`config.mk`:
```
export PLATFORM = sky130hd
export DESIGN_NAME = polyline_cumulative_arc_length
export DESIGN_NICKNAME = d
export VERILOG_FILES = /design/src/design/pcal_pkg.sv /design/src/design/polyline_cumulative_arc_length.sv /design/src/design/pcal_front.sv /design/src/design/pcal_queue.sv /design/src/design/pcal_back.sv
export VERILOG_INCLUDE_DIRS = /design/src /design/src/design
export SDC_FILE = /design/constraint.sdc
export NUM_CORES = 2
export LEC_CHECK = 0
export ABC_CLOCK_PERIOD_IN_PS = 12500
export BUFFER_PORTS_ARGS = -buffer_cell sky130_fd_sc_hd__buf_2
export CAP_MARGIN = 10
export CORE_ASPECT_RATIO = 1.4
export CORE_MARGIN = 5
export CORE_UTILIZATION = 30
export DETAILED_ROUTE_END_ITERATION = 8
export GPL_ROUTABILITY_DRIVEN = 0
export MAX_ROUTING_LAYER = met4
export PLACE_DENSITY = 0.47
export SKIP_LAST_GASP = 1
export SLEW_MARGIN = 10
export SYNTH_ARGS = -nofsm -noshare
export SYNTH_HDL_FRONTEND = slang
export SYNTH_SLANG_ARGS = --single-unit
```
`constraint.sdc`:
```
create_clock -name clk -period 12.5 [get_ports clk]
set_clock_uncertainty 0.15 [all_clocks]
set_input_delay 2.5 -clock clk [delete_from_list [all_inputs] [get_ports clk]]
set_output_delay 2.5 -clock clk [all_outputs]
set_load 0.02 [all_outputs]
```
`src/design/polyline_cumulative_arc_length_defines.svh`:
```
// Assertion macros shared by the arc length design files.
`ifndef POLYLINE_CUMULATIVE_ARC_LENGTH_DEFINES_SVH
`define POLYLINE_CUMULATIVE_ARC_LENGTH_DEFINES_SVH

// same-cycle implication
`define PCAL_ASSERT_NOW(label, clk, rst_n, ante, cons) \
	label: assert property (@(posedge clk) disable iff (!rst_n) (ante) |-> (cons)) \
		else $error("pcal check failed");

// next-cycle implication
`define PCAL_ASSERT_NEXT(label, clk, rst_n, ante, cons) \
	label: assert property (@(posedge clk) disable iff (!rst_n) (ante) |=> (cons)) \
		else $error("pcal check failed");

`endif

```
`src/design/pcal_pkg.sv`:
```
// Shared widths and types for the polyline arc length block.
`default_nettype none
package pcal_pkg;
	localparam int COORD_BITS  = 24;
	localparam int LENGTH_BITS = 32;
	localparam int DIFF_BITS   = COORD_BITS + 1;
	localparam int SQ_BITS     = 2 * DIFF_BITS;
	localparam int RAD_BITS    = SQ_BITS;
	localparam int ROOT_BITS   = RAD_BITS / 2;
	localparam int REM_BITS    = ROOT_BITS + 2;
	localparam int ITER_BITS   = $clog2(ROOT_BITS);
	localparam int QDEPTH      = 4;
	localparam int QPTR_BITS   = $clog2(QDEPTH);

	localparam logic [LENGTH_BITS-1:0] LENGTH_MAX = '1;

	typedef struct packed {
		logic [DIFF_BITS-1:0] adx;
		logic [DIFF_BITS-1:0] ady;
		logic                 first;
		logic                 last;
	} entry_t;

	typedef struct packed {
		logic full;
		logic empty;
	} q_status_t;
endpackage
`default_nettype wire

```
`src/design/polyline_cumulative_arc_length.sv`:
```
// Top level of the polyline cumulative arc length block.
//
//  channel  valid      stall       payload
//  in       in_valid   in_stall    point_x, point_y, first_point, last_point
//  out      out_valid  out_stall   distance_along, saturated, last_out
//
// In pcal_back a point passes IDLE, SQUARE, ADD, ROOT and ACC;
// ROOT is the 25-step bit-serial square root. A first point skips to ACC.
// The front end takes up to 4 points ahead of the back end into the queue.
// arst_n clears the queue, the previous point to (0,0) and the sum to 0.
// in_stall rises while the queue is full; out_stall holds the output register.
`default_nettype none
module polyline_cumulative_arc_length (
	input  wire logic                                   clk,
	input  wire logic                                   arst_n,
	input  wire logic                                   in_valid,
	output logic                                        in_stall,
	input  wire logic signed [pcal_pkg::COORD_BITS-1:0] point_x,
	input  wire logic signed [pcal_pkg::COORD_BITS-1:0] point_y,
	input  wire logic                                   first_point,
	input  wire logic                                   last_point,
	output logic                                        out_valid,
	input  wire logic                                   out_stall,
	output logic [pcal_pkg::LENGTH_BITS-1:0]            distance_along,
	output logic                                        saturated,
	output logic                                        last_out
);
	pcal_pkg::q_status_t q_status;
	pcal_pkg::entry_t    push_entry, pop_entry;
	logic                q_push, q_pop;

	pcal_front u_front (
		.clk         (clk),
		.arst_n      (arst_n),
		.in_valid    (in_valid),
		.in_stall    (in_stall),
		.point_x     (point_x),
		.point_y     (point_y),
		.first_point (first_point),
		.last_point  (last_point),
		.q_status    (q_status),
		.q_push      (q_push),
		.q_entry     (push_entry)
	);

	pcal_queue u_queue (
		.clk        (clk),
		.arst_n     (arst_n),
		.push       (q_push),
		.push_entry (push_entry),
		.pop        (q_pop),
		.pop_entry  (pop_entry),
		.status     (q_status)
	);

	pcal_back u_back (
		.clk            (clk),
		.arst_n         (arst_n),
		.q_status       (q_status),
		.q_entry        (pop_entry),
		.q_pop          (q_pop),
		.out_valid      (out_valid),
		.out_stall      (out_stall),
		.distance_along (distance_along),
		.saturated      (saturated),
		.last_out       (last_out)
	);
endmodule
`default_nettype wire

```
`src/design/pcal_front.sv`:
```
// Front end: accepts points and forms coordinate difference magnitudes.
`default_nettype none
module pcal_front (
	input  wire logic                                   clk,
	input  wire logic                                   arst_n,
	input  wire logic                                   in_valid,
	output logic                                        in_stall,
	input  wire logic signed [pcal_pkg::COORD_BITS-1:0] point_x,
	input  wire logic signed [pcal_pkg::COORD_BITS-1:0] point_y,
	input  wire logic                                   first_point,
	input  wire logic                                   last_point,
	input  wire pcal_pkg::q_status_t                    q_status,
	output logic                                        q_push,
	output pcal_pkg::entry_t                            q_entry
);
	logic [pcal_pkg::COORD_BITS-1:0] prev_x_q, prev_y_q;
	logic [pcal_pkg::DIFF_BITS-1:0]  dx, dy;

	assign in_stall = q_status.full;
	assign q_push   = in_valid && !in_stall;

	assign dx = {point_x[pcal_pkg::COORD_BITS-1], point_x}
		- {prev_x_q[pcal_pkg::COORD_BITS-1], prev_x_q};
	assign dy = {point_y[pcal_pkg::COORD_BITS-1], point_y}
		- {prev_y_q[pcal_pkg::COORD_BITS-1], prev_y_q};

	always_comb begin
		q_entry.adx   = dx[pcal_pkg::DIFF_BITS-1] ? (~dx + 1'b1) : dx;
		q_entry.ady   = dy[pcal_pkg::DIFF_BITS-1] ? (~dy + 1'b1) : dy;
		q_entry.first = first_point;
		q_entry.last  = last_point;
	end

	// previous point tracks every transfer, first point or not
	always_ff @(posedge clk or negedge arst_n) begin
		if (!arst_n) begin
			prev_x_q <= '0;
			prev_y_q <= '0;
		end else if (q_push) begin
			prev_x_q <= point_x;
			prev_y_q <= point_y;
		end
	end
endmodule
`default_nettype wire

```
`src/design/pcal_queue.sv`:
```
// Small queue between front end and back end.
`default_nettype none
`include "polyline_cumulative_arc_length_defines.svh"
module pcal_queue (
	input  wire logic             clk,
	input  wire logic             arst_n,
	input  wire logic             push,
	input  wire pcal_pkg::entry_t push_entry,
	input  wire logic             pop,
	output pcal_pkg::entry_t      pop_entry,
	output pcal_pkg::q_status_t   status
);
	pcal_pkg::entry_t                mem_q [pcal_pkg::QDEPTH];
	logic [pcal_pkg::QPTR_BITS-1:0]  wr_ptr_q, rd_ptr_q;
	logic [pcal_pkg::QPTR_BITS:0]    count_q;

	assign status.full  = (count_q == (pcal_pkg::QPTR_BITS+1)'(pcal_pkg::QDEPTH));
	assign status.empty = (count_q == '0);
	assign pop_entry    = mem_q[rd_ptr_q];

	always_ff @(posedge clk) begin
		if (push) begin
			mem_q[wr_ptr_q] <= push_entry;
		end
	end

	always_ff @(posedge clk or negedge arst_n) begin
		if (!arst_n) begin
			wr_ptr_q <= '0;
			rd_ptr_q <= '0;
			count_q  <= '0;
		end else begin
			if (push) begin
				wr_ptr_q <= wr_ptr_q + 1'b1;
			end
			if (pop) begin
				rd_ptr_q <= rd_ptr_q + 1'b1;
			end
			case ({push, pop})
				2'b10:   count_q <= count_q + 1'b1;
				2'b01:   count_q <= count_q - 1'b1;
				default: count_q <= count_q;
			endcase
		end
	end

	`PCAL_ASSERT_NOW(a_no_push_full, clk, arst_n, push, !status.full)
	`PCAL_ASSERT_NOW(a_no_pop_empty, clk, arst_n, pop, !status.empty)
	`PCAL_ASSERT_NOW(a_count_bound, clk, arst_n, 1'b1,
		count_q <= (pcal_pkg::QPTR_BITS+1)'(pcal_pkg::QDEPTH))
endmodule
`default_nettype wire

```
`src/design/pcal_back.sv`:
```
// Back end: squares, bit-serial square root, saturating accumulate, output register.
`default_nettype none
`include "polyline_cumulative_arc_length_defines.svh"
module pcal_back (
	input  wire logic                            clk,
	input  wire logic                            arst_n,
	input  wire pcal_pkg::q_status_t             q_status,
	input  wire pcal_pkg::entry_t                q_entry,
	output logic                                 q_pop,
	output logic                                 out_valid,
	input  wire logic                            out_stall,
	output logic [pcal_pkg::LENGTH_BITS-1:0]     distance_along,
	output logic                                 saturated,
	output logic                                 last_out
);
	typedef enum logic [4:0] {
		ST_IDLE   = 5'b00001,
		ST_SQUARE = 5'b00010,
		ST_ADD    = 5'b00100,
		ST_ROOT   = 5'b01000,
		ST_ACC    = 5'b10000
	} state_t;

	state_t                           state_q;
	logic [pcal_pkg::DIFF_BITS-1:0]   adx_q, ady_q;
	logic                             first_q, last_q;
	logic [pcal_pkg::SQ_BITS-1:0]     sqx_q, sqy_q;
	logic [pcal_pkg::RAD_BITS-1:0]    rad_q;
	logic [pcal_pkg::REM_BITS-1:0]    rem_q;
	logic [pcal_pkg::ROOT_BITS-1:0]   root_q;
	logic [pcal_pkg::ITER_BITS-1:0]   iter_q;
	logic [pcal_pkg::LENGTH_BITS-1:0] run_q;
	logic                             stuck_q;
	logic                             out_valid_q;
	logic [pcal_pkg::LENGTH_BITS-1:0] dist_q;
	logic                             sat_q, last_out_q;

	logic [pcal_pkg::REM_BITS-1:0]    rem_sh, trial;
	logic                             ge;
	logic [pcal_pkg::LENGTH_BITS:0]   acc_sum;
	logic                             sat_now;
	logic [pcal_pkg::LENGTH_BITS-1:0] new_len;
	logic                             new_stuck;
	logic                             out_free, load;

	assign q_pop = (state_q == ST_IDLE) && !q_status.empty;

	// one root bit per step, two radicand bits shifted in
	assign rem_sh = {rem_q[pcal_pkg::REM_BITS-3:0], rad_q[pcal_pkg::RAD_BITS-1 -: 2]};
	assign trial  = {root_q, 2'b01};
	assign ge     = (rem_sh >= trial);

	assign acc_sum   = {1'b0, run_q} + (pcal_pkg::LENGTH_BITS+1)'(root_q);
	assign sat_now   = (acc_sum >= {1'b0, pcal_pkg::LENGTH_MAX});
	assign new_len   = first_q ? '0 :
		(sat_now ? pcal_pkg::LENGTH_MAX : acc_sum[pcal_pkg::LENGTH_BITS-1:0]);
	assign new_stuck = first_q ? 1'b0 : (stuck_q | sat_now);

	assign out_free = !out_valid_q || !out_stall;
	assign load     = (state_q == ST_ACC) && out_free;

	always_ff @(posedge clk or negedge arst_n) begin
		if (!arst_n) begin
			state_q     <= ST_IDLE;
			iter_q      <= '0;
			run_q       <= '0;
			stuck_q     <= 1'b0;
			out_valid_q <= 1'b0;
		end else begin
			case (state_q)
				ST_IDLE: begin
					if (q_pop) begin
						state_q <= q_entry.first ? ST_ACC : ST_SQUARE;
					end
				end
				ST_SQUARE: state_q <= ST_ADD;
				ST_ADD: begin
					iter_q  <= pcal_pkg::ITER_BITS'(pcal_pkg::ROOT_BITS - 1);
					state_q <= ST_ROOT;
				end
				ST_ROOT: begin
					iter_q <= iter_q - 1'b1;
					if (iter_q == '0) begin
						state_q <= ST_ACC;
					end
				end
				ST_ACC: begin
					if (load) begin
						run_q   <= new_len;
						stuck_q <= new_stuck;
						state_q <= ST_IDLE;
					end
				end
				default: state_q <= ST_IDLE;
			endcase
			if (load) begin
				out_valid_q <= 1'b1;
			end else if (!out_stall) begin
				out_valid_q <= 1'b0;
			end
		end
	end

	always_ff @(posedge clk) begin
		if (q_pop) begin
			adx_q   <= q_entry.adx;
			ady_q   <= q_entry.ady;
			first_q <= q_entry.first;
			last_q  <= q_entry.last;
		end
		if (state_q == ST_SQUARE) begin
			sqx_q <= adx_q * adx_q;
			sqy_q <= ady_q * ady_q;
		end
		if (state_q == ST_ADD) begin
			rad_q  <= sqx_q + sqy_q;
			rem_q  <= '0;
			root_q <= '0;
		end
		if (state_q == ST_ROOT) begin
			rem_q  <= ge ? (rem_sh - trial) : rem_sh;
			root_q <= {root_q[pcal_pkg::ROOT_BITS-2:0], ge};
			rad_q  <= {rad_q[pcal_pkg::RAD_BITS-3:0], 2'b00};
		end
		if (load) begin
			dist_q     <= new_len;
			sat_q      <= new_stuck;
			last_out_q <= last_q;
		end
	end

	assign out_valid      = out_valid_q;
	assign distance_along = dist_q;
	assign saturated      = sat_q;
	assign last_out       = last_out_q;

	`PCAL_ASSERT_NOW(a_sat_pinned, clk, arst_n, out_valid_q && sat_q,
		dist_q == pcal_pkg::LENGTH_MAX)
	`PCAL_ASSERT_NEXT(a_first_zero, clk, arst_n, load && first_q,
		(dist_q == '0) && !sat_q && (run_q == '0))
	`PCAL_ASSERT_NOW(a_stuck_holds_max, clk, arst_n, stuck_q,
		run_q == pcal_pkg::LENGTH_MAX)
endmodule
`default_nettype wire
```
# After elaboration in Yosys (flattened, before gate mapping)
# Memory sizes are Yosys's and may differ from the RTL's.
# Index checks and enable logic that the tools add are counted.
# classes
add_sub_neg	12
mul	2
order_cmp	2
eq_ne	12
n_mux	23
bitwise_logic	3
n_reduce_logical	14
# op_table
operator	n
2-to-1 mux 25 bit	7
multiplier 25 x 25 -> 50 bit	2
2-to-1 mux 50 bit	2
2-to-1 mux 32 bit	2
adder 25 x 1 -> 25 bit (second input constant)	2
adder 50 bit	1
NOT 25 bit	2
subtractor 24 x 24 -> 25 bit	2
adder 32 x 25 -> 33 bit	1
>= comparator 33 x 32 -> 1 bit (second input constant)	1
>= comparator 27 bit	1
case mux 5 bit (5 select lines)	1
subtractor 25 bit	1
2-to-1 mux 5 bit	4
case mux 5 bit (2 select lines)	1
!= test 2 x 1 -> 1 bit (second input constant)	3
case mux 3 bit (2 select lines)	1
== test 5 x 1 -> 1 bit (second input constant)	1
== test 5 x 2 -> 1 bit (second input constant)	1
== test 5 x 3 -> 1 bit (second input constant)	1
== test 5 x 4 -> 1 bit (second input constant)	1
== test 5 bit (second input constant)	1
zero test 5 bit	1
2-to-1 mux 1 bit	5
16 further kinds	23
# totals
reg_bits	385
mem_bits_rw	208
in_bits	54
out_inout_bits	36
wordCells	92
mem_count	1
# mem_list
memory	words	width	rd	rd_ports_with_merged_regs	wr	line	source
u_queue.mem_q	4	52	1	0	1	pcal_queue.sv:13	pcal_pkg::entry_t mem_q [pcal_pkg::QDEPTH];

# Longest topological paths before layout
# logic_depth
word_depth	5
depth_mapped	29
depth_no_buf	28

# Hierarchy
# Synthesis repeated with hierarchy kept, for this count alone.
# unflattened
hier_cells	6483
area_unflattened_um2	65595.4
# modules_own_cells
mod	n_inst	cells_per_inst	area_each_um2	seq_area_each_um2
pcal_back	1	5427	52029.9	9610.5
pcal_queue	1	309	7967.6	6421.2
pcal_front	1	747	5597.9	1201.2

# Worst setup path before layout
# Ideal clock, no wire load.
# synth_timing
path_kind	reg2reg
startpoint	reg u_back.state_q[2]
endpoint	reg u_back.sqx_q[0] (netlist name) (enable)
setup_ps	697
arrival_ps	7986
required_time_ps	11653
slack_ps	3667
stages_incl_launch_ff	3
n_path_buf	0
period_less_slack_ps	8833
cell_sequence	dfrtp_1 -> or3_1 -> nor3b_1
# synth_via
elab_chain_cells	1
# synth_rtl
item	line	source
start, declared	pcal_back.sv:24	state_t state_q;
start signal, assigned	pcal_back.sv:73	state_q <= q_entry.first ? ST_ACC : ST_SQUARE;
== test 5 x 2 -> 1 bit	pcal_back.sv:111	if (state_q == ST_SQUARE) begin
end signal, assigned	pcal_back.sv:112	sqx_q <= adx_q * adx_q;
end, declared	pcal_back.sv:27	logic [pcal_pkg::SQ_BITS-1:0] sqx_q, sqy_q;
# No other way between the ends.
# A chain may end at the register's enable or synchronous reset.

# Worst setup path after layout
# layout_timing
startpoint	reg u_back.ady_q[3] (netlist name)
endpoint	reg u_back.sqy_q[48] (netlist name), data pin
# layout_via
elab_chain_cells	1
# layout_rtl
item	line	source
start, declared	pcal_back.sv:25	logic [pcal_pkg::DIFF_BITS-1:0] adx_q, ady_q;
start signal, assigned	pcal_back.sv:107	ady_q <= q_entry.ady;
multiplier 25 x 25 -> 50 bit	pcal_back.sv:113	sqy_q <= ady_q * ady_q;
end signal, assigned	pcal_back.sv:113	
end, declared	pcal_back.sv:27	
# No other way between the ends.

==> impl_metrics.csv <==
group,metric,value,unit
flow_run,drv_cap,0,
worst_setup_path,critPathLaunch,"u_back.ady_q[3]",
die,ios,90,
worst_setup_path,r2r-start,"u_back.ady_q[3]",
hold_path,holdCritPathClass,"flop to flop",
worst_setup_path,path_class,"flop to flop",
synthesis,postSynth.asyncResetShare,0.168,
synthesis,syn_nets,7878,
synthesis,syn_area,0.0653,mm2
routing,drt-pass1-iter-count,7,
synthesis,synth-seq-cells,591,
grt,antenna_found_initial,2,
grt,grt_pass1_vias,47900,
synthesis,synth_common_cells,"inv_1, fa_1, nand2_1",
synthesis,synth.most_common_cell,"inv_1",
routing,ant_nets,0,
worst_setup_path,r2r_cells,25,
cts,cts-root-buf,"clkbuf_16",
timing,slew_headroom,0.177,
synthesis,yosys.cell_types.count,86,
cts,cts_resized,0,
worst_setup_path,crit_required,12740,ps
synthesis,synthCells,6356,
worst_setup_path,cp.arrival,9160,ps
worst_setup_path,r2r_end,"u_back.sqy_q[48]",
grt,grt_pass1_wl,264000,um
synthesis,ys.flop_type,"edfxtp_1",
synthesis,syn_avg_cell_area,10.3,um2
synthesis,ys_seq_area_frac,0.264,
grt,grt_overflow_total,0,
worst_setup_path,crit_path_end_kind,"flop",
cts,cts_tree,"built",
die,die-area,0.227,mm2
grt,grt_max_degree,70,
cts,holdBufCountCts,0,
cts,cts_setup_buffers,0,
cts,cts_buffer_depth,3,
timing,setup_viol,0,
finish,drive_above_1_share,0.0671,
cts,htreeDepth,3,
routing,avgViaCountPerCell,4.61,
worst_setup_path,rrSetupSlack,3580,ps
hold_path,worstHoldPathCells,2,
timing,post-route-min-period,8920,ps
worst_setup_path,critPathLaunchType,"flop",
synthesis,synth_edf_count,490,
worst_setup_path,crit_fanout,23,
timing,max_freq,0.112,GHz
placed_design,dpl.hpwl,129000,um
die,die_y,562,um
synthesis,ys_warn_count,0,
finish,area_growth,9.75,%
grt,grt_usage,0.151,
timing,fin_setup_tns,0,ps
synthesis,synthTopCellsByArea,"fa_1, edfxtp_1, ha_1",
cts,cts_buffers,75,
synthesis,yosys.area.top_type_share,0.288,
finish,final_nets,7914,
cts,clkTransAtPathRegs,60,ps
hold_path,hp-start,"u_back.rad_q[0]",
timing,slew_viol_final,0,
die,start_util,0.302,
die,fp.dieW,404,um
routing,drt_iter0_markers,1726,
timing,min_period_over_period,0.713,
routing,drt_wl_total,164000,um
synthesis,yosysTopAreaCell,"fa_1",
routing,route.vias.total,42900,
timing,tightest_slew,1230,ps
timing,hold_viol,0,
cts,worstSkewPairLatency,670,ps
routing,drt_drc_violations_left,0,
run_status,status,"completed",
hold_path,hold_end,"u_back.rad_q[0]",
placed_design,port_buffers,89,
routing,wire_per_inst,17.6,um
die,coreArea,0.216,mm2
cts,clock_sinks,591,
die,rows,202,
timing,rsz0062_at_grt,"no",
## cells by family (layout without fill, tap and decap cells)
family | count (synthesis) | in the layout | share of synthesized area
multiplexers | 113 | 113 | 0.0283
AO/OA/AOI/OAI | 827 | 827 | 0.0820
adder cells (fa/ha/maj) | 1468 | 1468 | 0.389
flip-flops | 591 | 591 | 0.264
AND/OR/NAND/NOR | 1394 | 1394 | 0.102
buffers and inverters | 1682 | 1778 | 0.0967
XOR/XNOR | 281 | 281 | 0.0377
other | 0 | 1 | 0
## state kept, by name (all words and copies together), names as in the netlist, 24 cells and up
| name | flops |
|---|---|
| u_back.rem_q | 25 |
| u_back.rad_q | 50 |
| u_back.ady_q | 25 |
| u_queue.mem_q | 208 |
| u_back.distance_along | 32 |
| u_back.sqy_q | 49 |
| u_front.prev_x_q | 24 |
| u_back.run_q | 32 |
| u_back.adx_q | 25 |
| u_front.prev_y_q | 24 |
| u_back.root_q | 25 |
| u_back.sqx_q | 49 |
## area by class of cell
type                            count  area, um2
Inverter                         1487       5580
Fill cell                       22300     145000
Clock buffer                       84       1910
Antenna cell                        1       2.50
Tap cell                         2856       3570
Multi-Input combinational cell   4083      41800
Timing Repair Buffer              154        936
Sequential cell                   591      17200
Clock inverter                     53        619
## how the worst max path moves through the flow
stage	depth (start not counted)	endpoint
final	25	u_back.sqy_q[48]
after global routing	25	u_back.sqy_q[48]
after CTS	25	u_back.sqy_q[48]
after detailed placement	25	u_back.sqy_q[48]
after global placement	25	u_back.sqy_q[48]
after floorplan	2	u_back.sqx_q[0]
## metrics by stage
| stage | instance area (um2) | utilization | hold WS (ps) | instances | setup WS, ps |
|---|---|---|---|---|---|
| floorplan | 65300 | - | 250 | 6356 | 3670 |
| global placement | 69100 | 0.319 | 295 | 9171 | 3720 |
| detailed placement | 69100 | 0.319 | 299 | 9171 | 3610 |
| CTS | 71600 | 0.331 | 307 | 9308 | 3550 |
| global route | 71600 | 0.331 | 338 | 9308 | 2920 |
| finish | 71600 | 0.331 | 304 | 9309 | 3580 |
## critical path, stage by stage, from the launching register on
cell      delay, ps
edfxtp_1       1110
inv_1           340
nor2_1          250
inv_1            90
fa_1            500
inv_1            60
fa_1            510
fa_1            550
ha_1            140
inv_1            50
fa_1            480
inv_1            50
fa_1            440
fa_1            460
ha_1            360
a211oi_1        270
nand2_1         100
nor4b_1         430
a211oi_1        180
a311oi_1        680
o21ai_0         420
a21oi_1         300
o21ai_0         200
a21oi_1         230
o21ai_0         140
xor2_1          150
## layout by cell type, fill, tap and decap left out, types with 39 or more instances in the layout
master,n
a21o_1,122
a21oi_1,261
and2_1,248
buf_2,88
buf_4,66
clkbuf_16,75
dfrtp_1,96
edfxtp_1,490
fa_1,938
ha_1,530
inv_1,1485
mux2_2,53
mux4_2,52
nand2_1,575
nand3_1,64
nor2_1,233
nor2b_1,40
nor3_1,39
o211ai_1,39
o21ai_0,134
o21bai_1,40
xnor2_1,167
xor2_1,114
## layer usage
metal,track usage,part of all wire
met5,-,0
met4,0.0438,0.031
met3,0.0127,0.023
met2,0.291,0.56
met1,0.164,0.39
Power is left out: the tool's default activity adds up to more than one toggle a clock period on the data nets, which glitch-free logic cannot reach.
